File: src/rtl/sdf_pkg.sv
package sdf_pkg;

  // width of one display position code
  localparam int DIGIT_W = 4;

  // width of the dot mask field on the input
  localparam int DOT_W = 6;

  // display code for the minus sign
  localparam logic [DIGIT_W-1:0] MINUS_CODE = 4'd10;

  // status of the iterative converter
  typedef struct packed {
    logic busy;
    logic done;
    logic ovf;
  } conv_stat_t;

endpackage

File: src/rtl/sdf_bcd_unit.sv
// iterative shift and add-3 binary to bcd converter, one bit per cycle
module sdf_bcd_unit #(
  parameter int NUM_POSITIONS = 6,
  parameter int VALUE_BITS    = 32
) (
  input  logic                                           clk,
  input  logic                                           rst_n,
  input  logic                                           start,
  input  logic [VALUE_BITS-1:0]                          mag,
  output logic [NUM_POSITIONS-1:0][sdf_pkg::DIGIT_W-1:0] digits,
  output sdf_pkg::conv_stat_t                            stat
);

  localparam int CNT_W = $clog2(VALUE_BITS + 1);
  localparam int BCD_W = NUM_POSITIONS * sdf_pkg::DIGIT_W;

  logic [VALUE_BITS-1:0] mag_r, mag_nxt;
  logic [BCD_W-1:0]      bcd_r, bcd_nxt;
  logic [BCD_W-1:0]      bcd_adj;
  logic                  ovf_r, ovf_nxt;
  logic [CNT_W-1:0]      cnt_r, cnt_nxt;
  logic                  busy_r, busy_nxt;
  logic                  done_r, done_nxt;

  // add-3 correction on every digit at or above five
  always_comb begin
    for (int k = 0; k < NUM_POSITIONS; k++) begin
      if (bcd_r[k*sdf_pkg::DIGIT_W +: sdf_pkg::DIGIT_W] >= 4'd5) begin
        bcd_adj[k*sdf_pkg::DIGIT_W +: sdf_pkg::DIGIT_W] =
          bcd_r[k*sdf_pkg::DIGIT_W +: sdf_pkg::DIGIT_W] + 4'd3;
      end else begin
        bcd_adj[k*sdf_pkg::DIGIT_W +: sdf_pkg::DIGIT_W] =
          bcd_r[k*sdf_pkg::DIGIT_W +: sdf_pkg::DIGIT_W];
      end
    end
  end

  // sequencer for the shift steps
  always_comb begin
    mag_nxt  = mag_r;
    bcd_nxt  = bcd_r;
    ovf_nxt  = ovf_r;
    cnt_nxt  = cnt_r;
    busy_nxt = busy_r;
    done_nxt = 1'b0;
    if (start) begin
      mag_nxt  = mag;
      bcd_nxt  = '0;
      ovf_nxt  = 1'b0;
      cnt_nxt  = CNT_W'(VALUE_BITS);
      busy_nxt = 1'b1;
    end else if (busy_r) begin
      // a carry out of the top digit means more digits than positions
      ovf_nxt = ovf_r | bcd_adj[BCD_W-1];
      bcd_nxt = {bcd_adj[BCD_W-2:0], mag_r[VALUE_BITS-1]};
      mag_nxt = {mag_r[VALUE_BITS-2:0], 1'b0};
      cnt_nxt = cnt_r - 1'b1;
      if (cnt_r == CNT_W'(1)) begin
        busy_nxt = 1'b0;
        done_nxt = 1'b1;
      end
    end
  end

  always_ff @(posedge clk) begin
    if (!rst_n) begin
      busy_r <= 1'b0;
      done_r <= 1'b0;
      cnt_r  <= '0;
    end else begin
      busy_r <= busy_nxt;
      done_r <= done_nxt;
      cnt_r  <= cnt_nxt;
    end
  end

  always_ff @(posedge clk) begin
    mag_r <= mag_nxt;
    bcd_r <= bcd_nxt;
    ovf_r <= ovf_nxt;
  end

  assign digits    = bcd_r;
  assign stat.busy = busy_r;
  assign stat.done = done_r;
  assign stat.ovf  = ovf_r;

endmodule

File: config.mk
export PLATFORM = sky130hd
export DESIGN_NAME = sdf_bcd_unit
export DESIGN_NICKNAME = d
export VERILOG_FILES = /design/src/rtl/sdf_pkg.sv /design/src/rtl/sdf_bcd_unit.sv
export SDC_FILE = /design/constraint.sdc
export NUM_CORES = 1
export LEC_CHECK = 0
export BUFFER_PORTS_ARGS = -buffer_cell sky130_fd_sc_hd__buf_2
export CELL_PAD_IN_SITES_DETAIL_PLACEMENT = 0
export CELL_PAD_IN_SITES_GLOBAL_PLACEMENT = 1
export CORE_AREA = 5 5 97 99
export DETAILED_ROUTE_END_ITERATION = 16
export DIE_AREA = 0 0 102 104
export GPL_TIMING_DRIVEN = 0
export PLACE_DENSITY = 0.74
export RECOVER_POWER = 50
export SLEW_MARGIN = 10
export SYNTH_ARGS = -nofsm -noshare
export SYNTH_HDL_FRONTEND = slang
export SYNTH_SLANG_ARGS = --single-unit
File: constraint.sdc
create_clock -name clk -period 1.5 [get_ports clk]
set_input_delay 0.15 -clock clk [delete_from_list [all_inputs] [get_ports clk]]
set_output_delay 0.15 -clock clk [all_outputs]
set_load 0.005 [all_outputs]
==> key figures, run 1 <==
STA
  – Worst-margin pin slew: 0.5567 ns
  – Final setup TNS: 0 ns
  – Period utilization: 0.9559
  – Clock Skews: 0.006494 ns
  – Fmax: around 700 MHz
  – Max-Slew Margin vs Limit: 0.6289
  – Final min period: roughly 1.4 ns
  – Max Slew Vio Count: 0
  – Hold Violations, Final: 0
  – Final Setup Violations: 0
  – WHS: roughly 0.036 ns

Layout
  – Antenna Cells: 0
  – Nets: between 400 and 500
  – Commonest non-fill, non-tap cell in the layout: buf_2
  – Fraction of layout cells with a size suffix above 1: 0.4096
  – Fin util: 0.4706
  – Most frequent cells in the layout: buf_2 (60), edfxtp_1 (32), mux2_2 (31)
  – Final std cells w/o fill: approximately 480
  – Design area: roughly 4000 um2
  – FILL cells: between 800 and 900
  – Syn-to-layout area delta: 23.99%

Critical path
  – Crit-path max cell delay: 0.37 ns
  – CP Cell Sequence: inv_1, ha_2, inv_1, o21ai_2, or3_1, a221oi_2
  – Arr. time, crit path: 1.70 ns
  – Worst setup EP type: flip-flop
  – Critical path type: reg2reg
  – FF-to-FF setup slack: approximately 0.066 ns
  – Family with the most delay on the worst path: flip-flops
  – Most common cell on crit path: inv_1
  – Critical Path Start Type: flip-flop
  – Slowest cell on crit path: dfxtp_4
  – Worst path required time: ~1.8 ns
  – Crit Path Max Fanout: 4
  – Critical path buffers and inverters: 2

Placed design
  – # port buffers: 60
  – Gpl congestion: between 0.7 and 0.8
  – Placed cells: 461
  – Placed cell areas: roughly 3700 um2
  – Post-DP HPWL: between 4000 and 5000 um

GRT
  – Largest net degree at the start of global routing: 17
  – Antenna violations before repair: 0
  – First-pass GRT wire length: 11810 um
  – Overall Global Routing Usage: 0.1414
  – GR Overflow Total: 0
  – Vias in the first global route: 2411

Floorplan
  – Io pins: 62
  – Core area: around 8500 um2
  – DIE AREA: ~11000 um2
  – Die X: just over 100 um
  – # rows: 34
  – DIE HEIGHT: roughly 100 um
  – Starting density of the core: 0.3795

CTS
  – Clk_lat worst skew: about 0.35 ns
  – CTS H-tree depth: 3
  – Root Buffer: clkbuf_8
  – Clock Sinks: 65
  – CTS tree: yes
  – Maximum buffer depth of the clock tree: 2
  – Hold_buf cts: 0
  – Total CTS buffers: 9
  – Clock-pin slew on the worst setup and hold paths: 0.08 ns

Min path
  – HP Class: in2reg

Power
  – Worst vdd ir: roughly 0.57 mV
  – Pwr/cell area: between 1000 and 1500 nW/um2
  – Leak: 0.001533 uW

Run status
  – Status: complete, no violations

Drt
  – DR WL/cell: about 15 um
  – Router iterations before antenna repair: 4
  – Antenna viol nets, final: 0
  – DRC viols: 0
  – Via density: approximately 5.1
  – WL final: ~7400 um
  – Via count: around 2500
  – Initial DRC count: 93

Synth
  – Seq/Total Area, Yosys: 0.5047
  – Syn Area/Cell: 10.97 um2
  – Distinct cells, synth: 40
  – Synth Register Bits: 65
  – Cells after Synth: roughly 300
  – Mapped Area: between 3000 and 4000 um2
  – Yosys warns: 0
  – Syn_nets: ~340

Job
  – Max-cap violations: 0
where the power goes:
part,internal (uW),switching (uW),leakage [uW]
Sequential,2020,88.0,0.000596
Combinational,274,287,0.000831
Clock,799,771,0.000106
Total,3100,1150,0.00153
final cells by class:
class	instances	area, um2	area share
timing repair buffer	65	334.1	0.08386
clock buffer	9	123.9	0.03109
buffer	17	93.84	0.02356
tap	108	135.1	0.03392
multi-input combinational	191	1490	0.3741
sequential	65	1639	0.4114
clock inverter	7	82.58	0.02073
inverter	22	85.08	0.02136
cells in the mapped netlist (all sizes together):
cell	instances	area, um2
nand2b	5	31.28
o221ai	1	8.760
nor3b	1	7.510
inv	22	82.58
nand3	6	30.03
nor4	1	6.260
dfxtp	33	660.6
o22ai	4	25.02
nor4b	1	23.77
o31ai	3	22.52
buf	15	85.08
mux2	31	349.1
a21oi	23	115.1
nor2	10	37.54
nor2b	2	12.51
o21ai	21	120.1
or2	1	6.260
o21a	1	7.510
a311o	3	30.03
nor3	12	60.06
nand4	4	25.02
mux2i	3	30.03
a21o	1	7.510
and2	1	6.260
o22a	4	35.03
edfxtp	32	960.9
a31oi	1	6.260
ha	14	175.2
a211oi	2	15.01
a221oi	3	45.04
o32ai	5	43.79
or3	4	25.02
xnor2	5	43.79
xor2	1	8.760
clkbuf	2	7.510
nand2	15	56.30
through the flow:
step | setup slack, ns | total power (uW)
final | 0.06612 | 4242
after global routing | -0.02159 | 4475
after CTS | 0.004301 | 4280
after detailed placement | -0.1189 | 2687
after global placement | -0.1016 | 2674
after floorplan | 0.06292 | 2499
cell families (layout without fill, tap and decap cells):
logic type	after synthesis	in the layout	synth area share
XOR/XNOR	6	6	0.01636
multiplexers	34	34	0.1180
AND/OR/NAND/NOR	63	65	0.1020
flip-flops	65	65	0.5047
buffers and inverters	39	120	0.05452
adder cells (fa/ha/maj)	14	14	0.05452
AO/OA/AOI/OAI	72	72	0.1499
state kept, by name, indices dropped and copies added (netlist names):
signal / flops
mag_r: 32
digits: 24
cnt_r: 6
busy_r: 1
done_r: 1
ovf_r: 1
path summary, 6_finish.rpt:
| check | depth (start not counted) | endpoint | from |
|---|---|---|---|
| max | 6 | digits[20] | digits[16] |
| max reg2reg | 6 | digits[20] | digits[16] |
| min | 2 | cnt_r[5] | rst_n |
| min reg2reg | 2 | ovf_r | ovf_r |
metal layers:
metal / routed length [um] / track usage / up-vias
met5: 0 / 0 / -
met4: 93 / 0.05342 / 0
met3: 566 / 0.05097 / 8
met2: 3294 / 0.2103 / 58
met1: 3412 / 0.1867 / 1166
li1: - / - / 1230
repair_timing:
| item | in CTS | in global routing |
|---|---|---|
| gates cloned | 1 | 1 |
| pin swaps | 1 | 7 |
| setup buffers | 0 | 5 |
| setup endpoints to repair | 36 | 49 |
| resized for setup | 7 | 30 |
Power figures use the tool's default switching activity.
==> run 2, diff against run 1 <==
--- a/config.mk
+++ b/config.mk
@@ -12,7 +12,7 @@
 export DETAILED_ROUTE_END_ITERATION = 16
 export DIE_AREA = 0 0 102 104
 export GPL_TIMING_DRIVEN = 0
-export PLACE_DENSITY = 0.74
+export PLACE_DENSITY = 0.71
 export RECOVER_POWER = 50
 export SLEW_MARGIN = 10
 export SYNTH_ARGS = -nofsm -noshare
==> constraint.sdc (replaced) <==
create_clock -name clk -period 1.7 [get_ports clk]
set_input_delay 0.17 -clock clk [delete_from_list [all_inputs] [get_ports clk]]
set_output_delay 0.17 -clock clk [all_outputs]
set_load 0.005 [all_outputs]
==> run 2 against run 1 <==
Against the previous run:
- clock skew down 0.00075 ns
- critical path type unchanged
- global-route usage is 0.42 points lower
- combinational power is 17% lower
- wire length is 2.2% lower
- register-to-register slack improved by 0.05 ns
- hold slack better by 0.023 ns
- first-iteration DRC count increased by 27%
- power is 13% lower
==> key figures, run 2 (synthesized netlist as in run 1, its figures left out) <==
STA
  – Final worst slack: 0.1154 ns (+0.04924 ns)
  – Final min period: 1.585 ns (+0.1508 ns)
  – Max Slew Vio Count: 0 (unchanged)
  – Worst-margin pin slew: 0.6307 ns (+0.07398 ns)
  – Clock Skews: 0.005740 ns (-0.0007541 ns)
  – Period utilization: 0.9321 (-0.02378)
  – Fmax: 631.1 MHz (-9.5%)
  – Final Setup Violations: 0 (unchanged)
  – Max-Slew Margin vs Limit: 0.5795 (-0.04932)
  – Hold Violations, Final: 0 (unchanged)
  – RSZ-0062 raised after global routing: false
  – WHS: 0.05848 ns (+0.02268 ns)

Drt
  – Antenna viol nets, final: 0 (unchanged)
  – DR WL/cell: 15.07 um (-0.96%)
  – Router iterations before antenna repair: 4 (unchanged)
  – WL final: 7205 um (-2.2%)
  – Initial DRC count: 118 (+27%)
  – DRC viols: 0 (unchanged)
  – Via count: 2432 (-1.2%)
  – Via density: 5.088 (about the same)

Min path
  – Hold path depth: 2 (unchanged)
  – HP Class: in2reg

CTS
  – Clock-pin slew on the worst setup and hold paths: 0.08 ns (about the same)
  – Root Buffer: clkbuf_8
  – CTS tree: yes
  – Clk_lat worst skew: 0.35 ns (about the same)
  – CTS H-tree depth: 3 (unchanged)
  – Maximum buffer depth of the clock tree: 2 (unchanged)
  – Clock Sinks: 65 (unchanged)
  – Total CTS buffers: 9 (unchanged)

GRT
  – First-pass GRT wire length: 11500 um (-2.6%)
  – Vias in the first global route: 2291 (-5.0%)
  – M1 GR Usage: 0.1842 (-0.002556)
  – Global routing's busiest layer: met2
  – Met3 usage: 0.05097 (unchanged)
  – Overall Global Routing Usage: 0.1372 (-0.004161)
  – Largest net degree at the start of global routing: 33 (+16)
  – Global routing met2 resource utilization: 0.2047 (-0.005571)
  – GR Overflow Total: 0 (unchanged)
  – Antenna violations before repair: 0 (unchanged)

Layout
  – Fin util: 0.4526 (-0.01803)
  – FILL cells: 824 (+1.2%)
  – Register area: 1622 um2 (-1.1%)
  – Max reg flops: 32 (unchanged)
  – Syn-to-layout area delta: 19.24%
  – Most frequent cells in the layout: buf_2 (55), dfxtp_1 (33), edfxtp_1 (32)
  – Design area: 3831 um2 (-3.8%)
  – Commonest non-fill, non-tap cell in the layout: buf_2
  – Nets: 414 (-1.4%)
  – Fraction of layout cells with a size suffix above 1: 0.3135 (-0.09606)
  – Antenna Cells: 0 (unchanged)
  – Largest Register: mag_r
  – Area of the multi-input gates: 1410 um2 (-5.4%)

Critical path
  – R2R cell count: 6 (unchanged)
  – CP Cell Sequence: inv_1, ha_1, inv_1, o21ai_1, or3_1, a221oi_2
  – CP startpoint: digits[4]
  – FF-to-FF setup slack: 0.12 ns (+0.05 ns)
  – Levels on crit path: 6 (unchanged)
  – Family with the most delay on the worst path: flip-flops
  – Worst R2R End: digits[8]
  – Most common cell on crit path: inv_1
  – Worst setup EP type: flip-flop
  – Critical path type: reg2reg
  – Slowest cell on crit path: dfxtp_1
  – Critical path endpoint: digits[8]
  – Critical Path Start Type: flip-flop
  – Worst path required time: 1.96 ns (+0.20 ns)
  – Crit Reg-Reg Startpoint: digits[4]
  – Arr. time, crit path: 1.85 ns (+0.15 ns)
  – Crit-path max cell delay: 0.44 ns (+0.07 ns)
  – Crit Path Max Fanout: 5 (+1)
  – Critical path buffers and inverters: 2 (unchanged)

Placed design
  – Pre-CTS WS: -0.1404 ns (-0.02146 ns)
  – Gpl congestion: 0.8202 (+7.4%)
  – Placed cell areas: 3649 um2 (about the same)
  – Post-DP HPWL: 4996 um (about the same)
  – # port buffers: 60 (unchanged)

Floorplan
  – DIE AREA: 10610 um2 (unchanged)
  – Core area: 8466 um2 (unchanged)
  – Io pins: 62 (unchanged)
  – # rows: 34 (unchanged)
  – Starting density of the core: 0.3795 (unchanged)
  – DIE HEIGHT: 104 um (unchanged)
  – Die X: 102 um (unchanged)

Job
  – Max-cap violations: 0 (unchanged)

Power
  – Leak: 0.001451 uW (-5.3%)
  – Pwr/cell area: 966.4 nW/um2 (-9.2%)
  – Worst vdd ir: 0.4445 mV (-23%)

Run status
  – Status: complete, no violations
run 2: cell count changes in the layout (fill, tap and decap cells not counted), sizes merged:
cell,before,now
or2,3,2
clkbuf,25,29
buf,66,57
clkinvlp,0,1
inv,27,26
run 2: where the power goes:
part           internal, uW  leakage [uW]  switching [uW]
combinational           220      0.000757             245
clock                   705      0.000103             673
sequential             1780      0.000592            74.9
run 2: area by class of cell:
cell class,count,share of cell area
Sequential cell,65,0.4233
Tap cell,108,0.03527
Clock inverter,7,0.02188
Buffer,17,0.02221
Multi-Input combinational cell,190,0.3681
Clock buffer,9,0.03233
Timing Repair Buffer,60,0.07544
Inverter,22,0.02155
run 2: stage by stage:
stage               power, uW  setup TNS [ns]  std cells
floorplan                2204               0        293
global placement         2363          -4.370        461
detailed placement       2370          -4.449        461
CTS                      3766               0        477
global route             3905               0        478
finish                   3703               0        478
run 2: metal layers:
metal | share of wire | vias up
met1 | 0.47 | 1143
met2 | 0.45 | 63
met3 | 0.067 | 6
met5 | 0 | -
li1 | - | 1220
met4 | 0.010 | 0
run 2: worst min-delay path by stage:
stage,from,to,slack [ns]
finish,rst_n,cnt_r[5],0.06
global route,rst_n,cnt_r[5],0.06
CTS,rst_n,cnt_r[5],0.05
detailed placement,rst_n,cnt_r[5],0.42
global placement,rst_n,cnt_r[5],0.41
floorplan,rst_n,cnt_r[5],0.29
run 2: repair_timing:
action                     4_1_cts  5_1_grt
setup endpoints to repair       32       12
hold buffers                     0        0
gates resized for setup          1        0
gates cloned                     0        1
buffers inserted                 0        0
pin swaps                        0        1
